## src/design/idhc_pkg.sv

```systemverilog
package idhc_pkg;

    // fixed field widths
    localparam int AXIS_PORT_W = 16;
    localparam int TIME_W      = 32;
    localparam int TOTAL_W     = 16;
    localparam int THR_W       = 34;
    localparam int MS_W        = 16;
    localparam int CFG_DATA_W  = 34;
    localparam int CFG_IDX_W   = 2;

    // parameter defaults
    localparam int AXIS_WIDTH_DEF  = 16;
    localparam int COUNT_WIDTH_DEF = 16;

    // register reset values
    localparam logic [THR_W-1:0] THRESHOLD_RST = 34'd150994944;
    localparam logic [MS_W-1:0]  HOLD_RST      = 16'd5000;
    localparam logic [MS_W-1:0]  DEBOUNCE_RST  = 16'd300;

    // register indexes
    typedef enum logic [CFG_IDX_W-1:0] {
        CFG_THRESHOLD = 2'd0,
        CFG_HOLD      = 2'd1,
        CFG_DEBOUNCE  = 2'd2,
        CFG_PRESENT   = 2'd3
    } cfg_idx_t;

    // request types
    typedef enum logic {
        REQ_SAMPLE = 1'b0,
        REQ_CLEAR  = 1'b1
    } req_t;

endpackage

```

## src/design/impact_detect_hold_count.sv

```systemverilog
// channel  | handshake                 | payload
// ---------+---------------------------+--------------------------------------------
// in       | in_valid / in_ready       | req_type, accel_x/y/z, now_ms
// out      | out_valid / out_ready     | impact_active, impact_raw, impact_total
// cfg      | cfg_we (no wait)          | cfg_index, cfg_data
//
// one request per cycle sustained while out_ready keeps up; a request is registered in
// the input stage, then evaluated and its result registered in the result register
// the squarer/compare path between input and result register sets the clock
// rst_n clears control state and loads register defaults; prev sample is unprimed
// a stalled result register holds the input stage; in_ready drops only when both are full
module impact_detect_hold_count #(
    parameter int AXIS_WIDTH  = idhc_pkg::AXIS_WIDTH_DEF,
    parameter int COUNT_WIDTH = idhc_pkg::COUNT_WIDTH_DEF
) (
    input  logic                                 clk,
    input  logic                                 rst_n,
    input  logic                                 in_valid,
    output logic                                 in_ready,
    input  logic                                 req_type,
    input  logic signed [idhc_pkg::AXIS_PORT_W-1:0] accel_x,
    input  logic signed [idhc_pkg::AXIS_PORT_W-1:0] accel_y,
    input  logic signed [idhc_pkg::AXIS_PORT_W-1:0] accel_z,
    input  logic [idhc_pkg::TIME_W-1:0]          now_ms,
    output logic                                 out_valid,
    input  logic                                 out_ready,
    output logic                                 impact_active,
    output logic                                 impact_raw,
    output logic [idhc_pkg::TOTAL_W-1:0]         impact_total,
    input  logic                                 cfg_we,
    input  logic [idhc_pkg::CFG_IDX_W-1:0]       cfg_index,
    input  logic [idhc_pkg::CFG_DATA_W-1:0]      cfg_data
);
    import idhc_pkg::*;

    // configuration registers
    logic [THR_W-1:0] threshold_reg;
    logic [MS_W-1:0]  hold_time_reg;
    logic [MS_W-1:0]  debounce_reg;
    logic             present_reg;

    // input stage
    logic                         s1_valid_reg;
    logic                         s1_req_reg;
    logic signed [AXIS_WIDTH-1:0] s1_x_reg, s1_y_reg, s1_z_reg;
    logic [TIME_W-1:0]            s1_now_reg;

    // detector state
    logic signed [AXIS_WIDTH-1:0] prev_x_reg, prev_y_reg, prev_z_reg;
    logic signed [AXIS_WIDTH-1:0] prev_x_next, prev_y_next, prev_z_next;
    logic                         primed_reg, primed_next;
    logic                         last_raw_reg, last_raw_next;
    logic                         active_reg, active_next;
    logic [TIME_W-1:0]            hold_start_reg, hold_start_next;
    logic [TIME_W-1:0]            last_count_reg, last_count_next;
    logic [COUNT_WIDTH-1:0]       counter_reg, counter_next;
    logic                         raw_next;

    // result register
    logic               out_valid_reg;
    logic               out_active_reg;
    logic               out_raw_reg;
    logic [TOTAL_W-1:0] out_total_reg;

    logic        fire;
    logic        mag_raw;
    logic [TIME_W-1:0] since_count, since_hold;

    assign fire     = s1_valid_reg && (!out_valid_reg || out_ready);
    assign in_ready = !s1_valid_reg || fire;

    // configuration writes
    always_ff @(posedge clk or negedge rst_n)
    begin
        if (!rst_n)
        begin
            threshold_reg <= THRESHOLD_RST;
            hold_time_reg <= HOLD_RST;
            debounce_reg  <= DEBOUNCE_RST;
            present_reg   <= 1'b1;
        end
        else if (cfg_we)
        begin
            case (cfg_idx_t'(cfg_index))
                CFG_THRESHOLD: threshold_reg <= cfg_data[THR_W-1:0];
                CFG_HOLD:      hold_time_reg <= cfg_data[MS_W-1:0];
                CFG_DEBOUNCE:  debounce_reg  <= cfg_data[MS_W-1:0];
                CFG_PRESENT:   present_reg   <= cfg_data[0];
                default:       ;
            endcase
        end
    end

    // input register
    always_ff @(posedge clk or negedge rst_n)
    begin
        if (!rst_n)
        begin
            s1_valid_reg <= 1'b0;
        end
        else if (in_ready)
        begin
            s1_valid_reg <= in_valid;
        end
    end

    always_ff @(posedge clk)
    begin
        if (in_valid && in_ready)
        begin
            s1_req_reg <= req_type;
            s1_x_reg   <= accel_x[AXIS_WIDTH-1:0];
            s1_y_reg   <= accel_y[AXIS_WIDTH-1:0];
            s1_z_reg   <= accel_z[AXIS_WIDTH-1:0];
            s1_now_reg <= now_ms;
        end
    end

    // squared change magnitude against threshold
    idhc_mag #(
        .AXIS_WIDTH (AXIS_WIDTH)
    ) u_mag (
        .cur_x     (s1_x_reg),
        .cur_y     (s1_y_reg),
        .cur_z     (s1_z_reg),
        .prev_x    (prev_x_reg),
        .prev_y    (prev_y_reg),
        .prev_z    (prev_z_reg),
        .threshold (threshold_reg),
        .raw       (mag_raw)
    );

    // wrap-safe elapsed times
    assign since_count = s1_now_reg - last_count_reg;
    assign since_hold  = s1_now_reg - hold_start_reg;

    // next state for the request in the input stage
    always_comb
    begin
        prev_x_next     = prev_x_reg;
        prev_y_next     = prev_y_reg;
        prev_z_next     = prev_z_reg;
        primed_next     = primed_reg;
        last_raw_next   = last_raw_reg;
        active_next     = active_reg;
        hold_start_next = hold_start_reg;
        last_count_next = last_count_reg;
        counter_next    = counter_reg;
        raw_next        = 1'b0;

        if (req_t'(s1_req_reg) == REQ_CLEAR)
        begin
            counter_next = '0;
        end
        else if (present_reg)
        begin
            prev_x_next = s1_x_reg;
            prev_y_next = s1_y_reg;
            prev_z_next = s1_z_reg;
            primed_next = 1'b1;
            if (primed_reg)
            begin
                raw_next      = mag_raw;
                last_raw_next = mag_raw;
                if (mag_raw)
                begin
                    // restart hold window; elapsed is zero so no expiry
                    hold_start_next = s1_now_reg;
                    active_next     = 1'b1;
                    if (!last_raw_reg && since_count > TIME_W'(debounce_reg))
                    begin
                        if (counter_reg != '1)
                        begin
                            counter_next = counter_reg + 1'b1;
                        end
                        last_count_next = s1_now_reg;
                    end
                end
                else if (active_reg && since_hold > TIME_W'(hold_time_reg))
                begin
                    active_next = 1'b0;
                end
            end
        end
    end

    // state update
    always_ff @(posedge clk or negedge rst_n)
    begin
        if (!rst_n)
        begin
            prev_x_reg     <= '0;
            prev_y_reg     <= '0;
            prev_z_reg     <= '0;
            primed_reg     <= 1'b0;
            last_raw_reg   <= 1'b0;
            active_reg     <= 1'b0;
            hold_start_reg <= '0;
            last_count_reg <= '0;
            counter_reg    <= '0;
        end
        else if (fire)
        begin
            prev_x_reg     <= prev_x_next;
            prev_y_reg     <= prev_y_next;
            prev_z_reg     <= prev_z_next;
            primed_reg     <= primed_next;
            last_raw_reg   <= last_raw_next;
            active_reg     <= active_next;
            hold_start_reg <= hold_start_next;
            last_count_reg <= last_count_next;
            counter_reg    <= counter_next;
        end
    end

    // result register
    always_ff @(posedge clk or negedge rst_n)
    begin
        if (!rst_n)
        begin
            out_valid_reg <= 1'b0;
        end
        else if (fire)
        begin
            out_valid_reg <= 1'b1;
        end
        else if (out_ready)
        begin
            out_valid_reg <= 1'b0;
        end
    end

    always_ff @(posedge clk)
    begin
        if (fire)
        begin
            out_active_reg <= active_next;
            out_raw_reg    <= raw_next;
            out_total_reg  <= TOTAL_W'(counter_next);
        end
    end

    assign out_valid     = out_valid_reg;
    assign impact_active = out_active_reg;
    assign impact_raw    = out_raw_reg;
    assign impact_total  = out_total_reg;

endmodule

```

## src/design/idhc_mag.sv

```systemverilog
module idhc_mag #(
    parameter int AXIS_WIDTH = idhc_pkg::AXIS_WIDTH_DEF
) (
    input  logic signed [AXIS_WIDTH-1:0]   cur_x,
    input  logic signed [AXIS_WIDTH-1:0]   cur_y,
    input  logic signed [AXIS_WIDTH-1:0]   cur_z,
    input  logic signed [AXIS_WIDTH-1:0]   prev_x,
    input  logic signed [AXIS_WIDTH-1:0]   prev_y,
    input  logic signed [AXIS_WIDTH-1:0]   prev_z,
    input  logic [idhc_pkg::THR_W-1:0]     threshold,
    output logic                           raw
);
    import idhc_pkg::*;

    localparam int DIFF_W = AXIS_WIDTH + 1;
    localparam int SQ_W   = 2 * DIFF_W;
    localparam int SUM_W  = SQ_W + 2;
    localparam int CMP_W  = (SUM_W > THR_W) ? SUM_W : THR_W;

    logic signed [DIFF_W-1:0] dx, dy, dz;
    logic signed [SQ_W-1:0]   sq_x, sq_y, sq_z;
    logic [SUM_W-1:0]         mag;

    // change vector per axis
    assign dx = DIFF_W'(cur_x) - DIFF_W'(prev_x);
    assign dy = DIFF_W'(cur_y) - DIFF_W'(prev_y);
    assign dz = DIFF_W'(cur_z) - DIFF_W'(prev_z);

    // three independent squarers
    assign sq_x = SQ_W'(dx) * SQ_W'(dx);
    assign sq_y = SQ_W'(dy) * SQ_W'(dy);
    assign sq_z = SQ_W'(dz) * SQ_W'(dz);

    // squared magnitude and threshold compare
    assign mag = SUM_W'($unsigned(sq_x)) + SUM_W'($unsigned(sq_y))
               + SUM_W'($unsigned(sq_z));
    assign raw = CMP_W'(mag) >= CMP_W'(threshold);

endmodule

```

## config.mk

```make
export PLATFORM = sky130hd
export DESIGN_NAME = impact_detect_hold_count
export DESIGN_NICKNAME = d
export VERILOG_FILES = /design/src/design/idhc_pkg.sv /design/src/design/impact_detect_hold_count.sv /design/src/design/idhc_mag.sv
export SDC_FILE = /design/constraint.sdc
export NUM_CORES = 2
export LEC_CHECK = 0
export ABC_AREA = 1
export BUFFER_PORTS_ARGS = -buffer_cell sky130_fd_sc_hd__buf_2
export CAP_MARGIN = 10
export CORE_MARGIN = 2
export CORE_UTILIZATION = 60
export CTS_BUF_LIST = sky130_fd_sc_hd__clkbuf_16
export DETAILED_ROUTE_END_ITERATION = 10
export PLACE_DENSITY = 0.81
export SLEW_MARGIN = 40
export SYNTH_ARGS = -nofsm -noshare
export SYNTH_HDL_FRONTEND = slang
export SYNTH_HIERARCHICAL = 1
export SYNTH_SLANG_ARGS = --single-unit
```

## constraint.sdc

```tcl
create_clock -name clk -period 9.9 [get_ports clk]
set_input_delay 0.99 -clock clk [delete_from_list [all_inputs] [get_ports clk]]
set_output_delay 0.99 -clock clk [all_outputs]
set_load 0.01 [all_outputs]
```

### Yosys cells after proc, flatten, opt, wreduce, memory -nomap -nowiden

Index checks and enable logic that the tools add are counted.

* register bits: 299
* word-level logic and storage cells: 77
* input port bits: 122

* reductions and logical operators: 20
* bitwise gates (word level): 3
* multiplexer cells: 13
* $mul: 3
* equality and inequality tests: 4
* add/subtract/negate cells: 8
* order comparisons: 3

Operator list (count)
* $mul A17 B17 Y34: 3
* $mux W16: 6
* $gt A32 B16 Y1: 2
* $sub A32 B32 Y32: 2
* $sub A16 B16 Y17: 3
* $add A36 B34 Y36: 1
* $ge A36 B34 Y1: 1
* $add A34 B34 Y35: 1
* $add A16 B1 Y16 const B: 1
* $ne A16 B16 Y1 const B: 1
* $reduce_and A2 Y1: 4
* $mux W1: 7
* $reduce_and A6 Y1: 1
* $reduce_and A5 Y1: 1
* $eq A2 B2 Y1 const B: 2
* $logic_and A1 B1 Y1: 4
* $reduce_and A4 Y1: 1
* $logic_not A1 Y1: 3
* $not A1 Y1: 3
* $reduce_and A3 Y1: 1
* $reduce_or A3 Y1: 1
* $eq A2 B1 Y1 const B: 1
* $logic_not A2 Y1: 1
* $logic_or A1 B1 Y1: 2
* $reduce_bool A2 Y1: 1

### Depth between registers and ports, before layout

* depth after elaboration: 9
* mapped depth: 66
* gate-level depth less buffers: 65

### Cells and area by module

The synthesis kept the hierarchy.

By module, submodules not included
* idhc_mag: cells an instance 4463, area each 36088.4 um^2, times used 1
* impact_detect_hold_count: cells an instance 1873, area each 16249.3 um^2, times used 1

### Worst setup path before layout

No wires, ideal clock.

* path type: register to register
* from: register s1_y_reg[0]
* to: register out_total_reg[11], in the netlist impact_total[11] (data pin)
* library setup time: 0.255 ns
* setup slack: -0.716 ns
* arrival time: 10.361 ns
* path buffers: 1
* cell stages (with the launch flop): 61
* cells stage by stage: edfxtp_1 > inv_1 > ha_1 > fa_1 > inv_1 > nand3_1 > nand2_1 > nand3_1 > nand3_1 > nand2_1 > nand2_1 > nand2_1 > a22oi_4 > buf_4 > nor2_1 > fa_1 > inv_1 > fa_1 > [25 not listed] > xor2_1 > ha_1 > nand4_1 > nor2_1 > nand3_1 > o211ai_1 > inv_1 > nand2_1 > nand2_1 > nand4_1 > inv_1 > nor3_1 > inv_1 > nor2_1 > nand3_2 > nor2_1 > nand3_1 > and3_1

* longest elaborated chain between the ends: 9

Ends and longest elaborated chain
* start: declaration: RTL line impact_detect_hold_count.sv:45 `logic signed [AXIS_WIDTH-1:0] s1_x_reg, s1_y_reg, s1_z_reg;`
* start signal: assignment: RTL line impact_detect_hold_count.sv:113 `s1_y_reg <= accel_y[AXIS_WIDTH-1:0];`
* $sub A16 B16 Y17: RTL line idhc_mag.sv:26 `assign dy = DIFF_W'(cur_y) - DIFF_W'(prev_y);`
* $mul A17 B17 Y34: RTL line idhc_mag.sv:31 `assign sq_y = SQ_W'(dy) * SQ_W'(dy);`
* $add A34 B34 Y35: RTL line idhc_mag.sv:35 `assign mag = SUM_W'($unsigned(sq_x)) + SUM_W'($unsigned(sq_y))`
* $add A36 B34 Y36: RTL line idhc_mag.sv:36 `+ SUM_W'($unsigned(sq_z));`
* $ge A36 B34 Y1: RTL line idhc_mag.sv:37 `assign raw = CMP_W'(mag) >= CMP_W'(threshold);`
* net mag_raw: RTL line impact_detect_hold_count.sv:66 `logic mag_raw;`
* $mux W16: RTL line impact_detect_hold_count.sv:165 `if (mag_raw)`
* $mux W16: RTL line impact_detect_hold_count.sv:161 `if (primed_reg)`
* $mux W16: RTL line impact_detect_hold_count.sv:155 `else if (present_reg)`
* $mux W16: RTL line impact_detect_hold_count.sv:151 `if (req_t'(s1_req_reg) == REQ_CLEAR)`
* net counter_next[11]: RTL line impact_detect_hold_count.sv:56 `logic [COUNT_WIDTH-1:0] counter_reg, counter_next;`
* end signal: assignment: RTL line impact_detect_hold_count.sv:239 `out_total_reg <= TOTAL_W'(counter_next);`
* end: declaration: RTL line impact_detect_hold_count.sv:63 `logic [TOTAL_W-1:0] out_total_reg;`

The timed path passes the listed nets, and every way through them passes these cells.
A chain may end at the register's enable or synchronous reset.

### Worst setup path after layout

* from: register s1_x_reg[7]
* to: register out_total_reg[10], in the netlist impact_total[10] (data pin)

* longest elaborated chain between the ends: 9

Ends and longest elaborated chain
* start: declaration: RTL line impact_detect_hold_count.sv:45
* start signal: assignment: RTL line impact_detect_hold_count.sv:112 `s1_x_reg <= accel_x[AXIS_WIDTH-1:0];`
* $sub A16 B16 Y17: RTL line idhc_mag.sv:25 `assign dx = DIFF_W'(cur_x) - DIFF_W'(prev_x);`
* $mul A17 B17 Y34: RTL line idhc_mag.sv:30 `assign sq_x = SQ_W'(dx) * SQ_W'(dx);`
* $add A34 B34 Y35: RTL line idhc_mag.sv:35
* $add A36 B34 Y36: RTL line idhc_mag.sv:36
* $ge A36 B34 Y1: RTL line idhc_mag.sv:37
* net mag_raw: RTL line impact_detect_hold_count.sv:66
* $mux W16: RTL line impact_detect_hold_count.sv:165
* $mux W16: RTL line impact_detect_hold_count.sv:161
* $mux W16: RTL line impact_detect_hold_count.sv:155
* $mux W16: RTL line impact_detect_hold_count.sv:151
* net counter_next[10]: RTL line impact_detect_hold_count.sv:56

The timed path passes the listed nets, and every way through them passes these cells.

==> metrics.md <==
| Metric | Value |
|---|---|
| Status | `finished with violations` |
| Failing checks | `negative setup slack` |
| Nets | `8881` |
| R2R depth | `56` |
| Type of the most critical hold path | `in2async` |
| Total Die Area | `0.0896 mm²` |
| Vias in the first global route | `49700` |
| Ratio of cells with drive above 1 in the final layout | `25.9%` |
| Clk_lat worst skew | `0.60 ns` |
| Average instance area after synthesis | `8.26 µm²` |
| Initial antenna violation count | `4` |
| Register area share after synthesis | `15.3%` |
| Req. time, crit path | `10.25 ns` |
| Post-synthesis register bit count | `299` |
| Post-Synthesis Cells | `6336` |
| All-Layer GR Usage | `35.2%` |
| Slew HR | `26.8%` |
| Synth Net Count | `7771` |
| Global-route wire length before repair | `250000 µm` |
| Row count | `108` |
| Reg-to-reg critical path endpoint | `impact_total[10]` |
| Root buf cell | `clkbuf_16` |
| Vias per cell | `5.35` |
| GPL Wtd Cong | `0.966` |
| TNS Setup | `-74.30 ns` |
| Post-Place Cells | `8491` |
| Yosys top cell area share | `32.5%` |
| H-tree Lvls | `2` |
| CTS clk-pin slew, worst paths | `0.06 ns` |
| Die H | `299 µm` |
| First-pass DRT Iterations | `8` |
| Worst EP arrival | `11.52 ns` |
| Antenna Nets Post-Route | `0` |
| Vias | `46200` |
| Synth Warn # | `6` |
| Dpl hpwl | `126000 µm` |
| Largest register FFs | `34` |
| Type of origin of the critical path | `register` |
| Core Util, Final | `76.4%` |
| Port Buf Inserts | `141` |
| # DRC | `0` |
| Crit share post-route | `113%` |
| Synthesized area | `0.0523 mm²` |
| Initial Util | `60.4%` |
| Slew Viols, Final | `0` |
| TritonCTS clock tree | `done` |
| Fillers | `5762` |
| Final critical-path setup slack | `-1.28 ns` |
| Synth area leaders | `fa_1 33%, inv_1 12%, ha_1 11%, dfrtp_1 9.0%, nand2_1 7.8%` |
| Most common cell on crit path | `nand2_1` |
| Commonest cells post-synth | `1663 x inv_1, 1090 x nand2_1, 850 x fa_1` |
| Count leader, synth | `inv_1` |
| Total grt overflow | `0` |
| WL final | `156000 µm` |
| Max-cap violation count | `0` |
| Final hold vios | `0` |
| Core area | `0.0866 mm²` |
| Ys async rst share | `66.9%` |
| Largest net degree at the start of global routing | `73` |
| Number of primary I/O pins | `142` |
| Crit path kind | `reg2reg` |
| Layout Cells excl Fill | `8632` |
| Worst Setup End Kind | `register` |
| R2r setup slk | `-1.28 ns` |
| CTS buffer count | `36` |
| # setup viols final | `100` |
| Critical Path Sink | `impact_total[10]` |
| CP max FO | `11` |
| Worst-Margin Slew | `1.09 ns` |
| Largest area contributor in the netlist | `fa_1` |
| RSZ-0062 raised after global routing | `yes` |
| Clock buffer depth | `3` |
| Skew final | `0.0355 ns` |
| Wire per inst | `18.0 µm` |
| Area grow syn2layout | `26.4%` |
| Post-synth EDFFs | `99` |
| CTS sink count | `299` |
| Minimum clock period | `11.18 ns` |
| Iter 0 DRT Violations | `3151` |
| CP max stage cell | `fa_2` |
| Worst setup path start | `s1_x_reg[7]` |
| Ys flop type | `dfrtp_1` |
| Cell variety after synth | `61` |
| Max stage delay on crit path | `0.57 ns` |
| Die Width | `299 µm` |
| Reg2reg start | `s1_x_reg[7]` |
| Fmax | `89.5 MHz` |
==> worst min path at each step <==
stage                         from        endpoint  slack [ns]
finish                       rst_n   prev_z_reg[8]        0.34
global route                 rst_n   prev_z_reg[8]        0.38
CTS                          rst_n   prev_z_reg[8]        0.35
detailed placement  counter_reg[7]  counter_reg[7]        0.48
global placement    counter_reg[7]  counter_reg[7]        0.47
floorplan           counter_reg[7]  counter_reg[7]        0.45
==> through the flow <==
stage	setup WS (ns)	cell area, µm²	hold slack (ns)
after global routing	-1.62	66100	0.383
final	-1.28	66100	0.345
after CTS	-0.781	65300	0.354
after global placement	-1.20	61900	0.466
after floorplan	0.000916	52900	0.449
after detailed placement	-1.37	62000	0.475
==> cell usage in the layout (no fill, tap or decap), types with 57 or more instances in the layout <==
master / synthesis / layout
a21oi_2: 5 / 71
o21ai_0: 193 / 155
ha_1: 463 / 383
xor2_1: 119 / 109
nand2_2: 34 / 88
buf_2: 30 / 140
mux2_2: 66 / 66
nand2_1: 1090 / 1010
edfxtp_1: 99 / 99
nor2_1: 537 / 447
inv_1: 1663 / 1619
fa_1: 850 / 834
nand3_1: 172 / 141
a21oi_1: 250 / 173
nor2_2: 21 / 86
o21ai_1: 49 / 70
dfrtp_1: 188 / 188
ha_4: 0 / 76
buf_4: 8 / 971
inv_2: 21 / 67
xnor2_1: 67 / 57
==> critical path, delay by kind of cell (launching register included) <==
kind / cells / cell delay, ns
XOR/XNOR: 2 / 0.29
adder cells (fa/ha/maj): 11 / 4.83
AO/OA/AOI/OAI: 7 / 1.02
flip-flops: 1 / 0.47
buffers and inverters: 14 / 1.47
AND/OR/NAND/NOR: 22 / 2.80
==> cell type report <==
type / count / area, µm² / share of cell area [%]
Tap cell: 1155 / 1450 / 2.19
Clock inverter: 29 / 243 / 0.367
Timing Repair Buffer: 1164 / 8770 / 13.3
Clock buffer: 37 / 926 / 1.40
Sequential cell: 299 / 7990 / 12.1
Inverter: 1691 / 6380 / 9.65
Antenna cell: 3 / 7.51 / 0.0114
Multi-Input combinational cell: 4254 / 40400 / 61.0
==> routing by layer <==
layer | part of all wire (%) | global-route usage [%]
met1 | 38 | 43.4
met2 | 49 | 61.1
met3 | 6.3 | 4.83
met4 | 5.9 | 16.9
met5 | 0 | 0
==> cell families after synthesis <==
family	count (synthesis)	synth area share, %
mux	67	1.44
compound gates	651	7.05
flops	299	15.3
simple gates	2029	16.2
xor+xnor	194	3.43
fa+ha+maj	1313	43.6
buf+inv	1783	13.1
==> timing repair <==
action	4_1_cts	5_1_grt
hold buffers	0	0
gates cloned	0	0
pin swaps	175	108
setup buffers	57	20
gates resized for setup	401	180
setup endpoints to repair	100	100
Power is not shown: default switching activity piles up to over one toggle a cycle in this logic, so the estimate is an artifact.
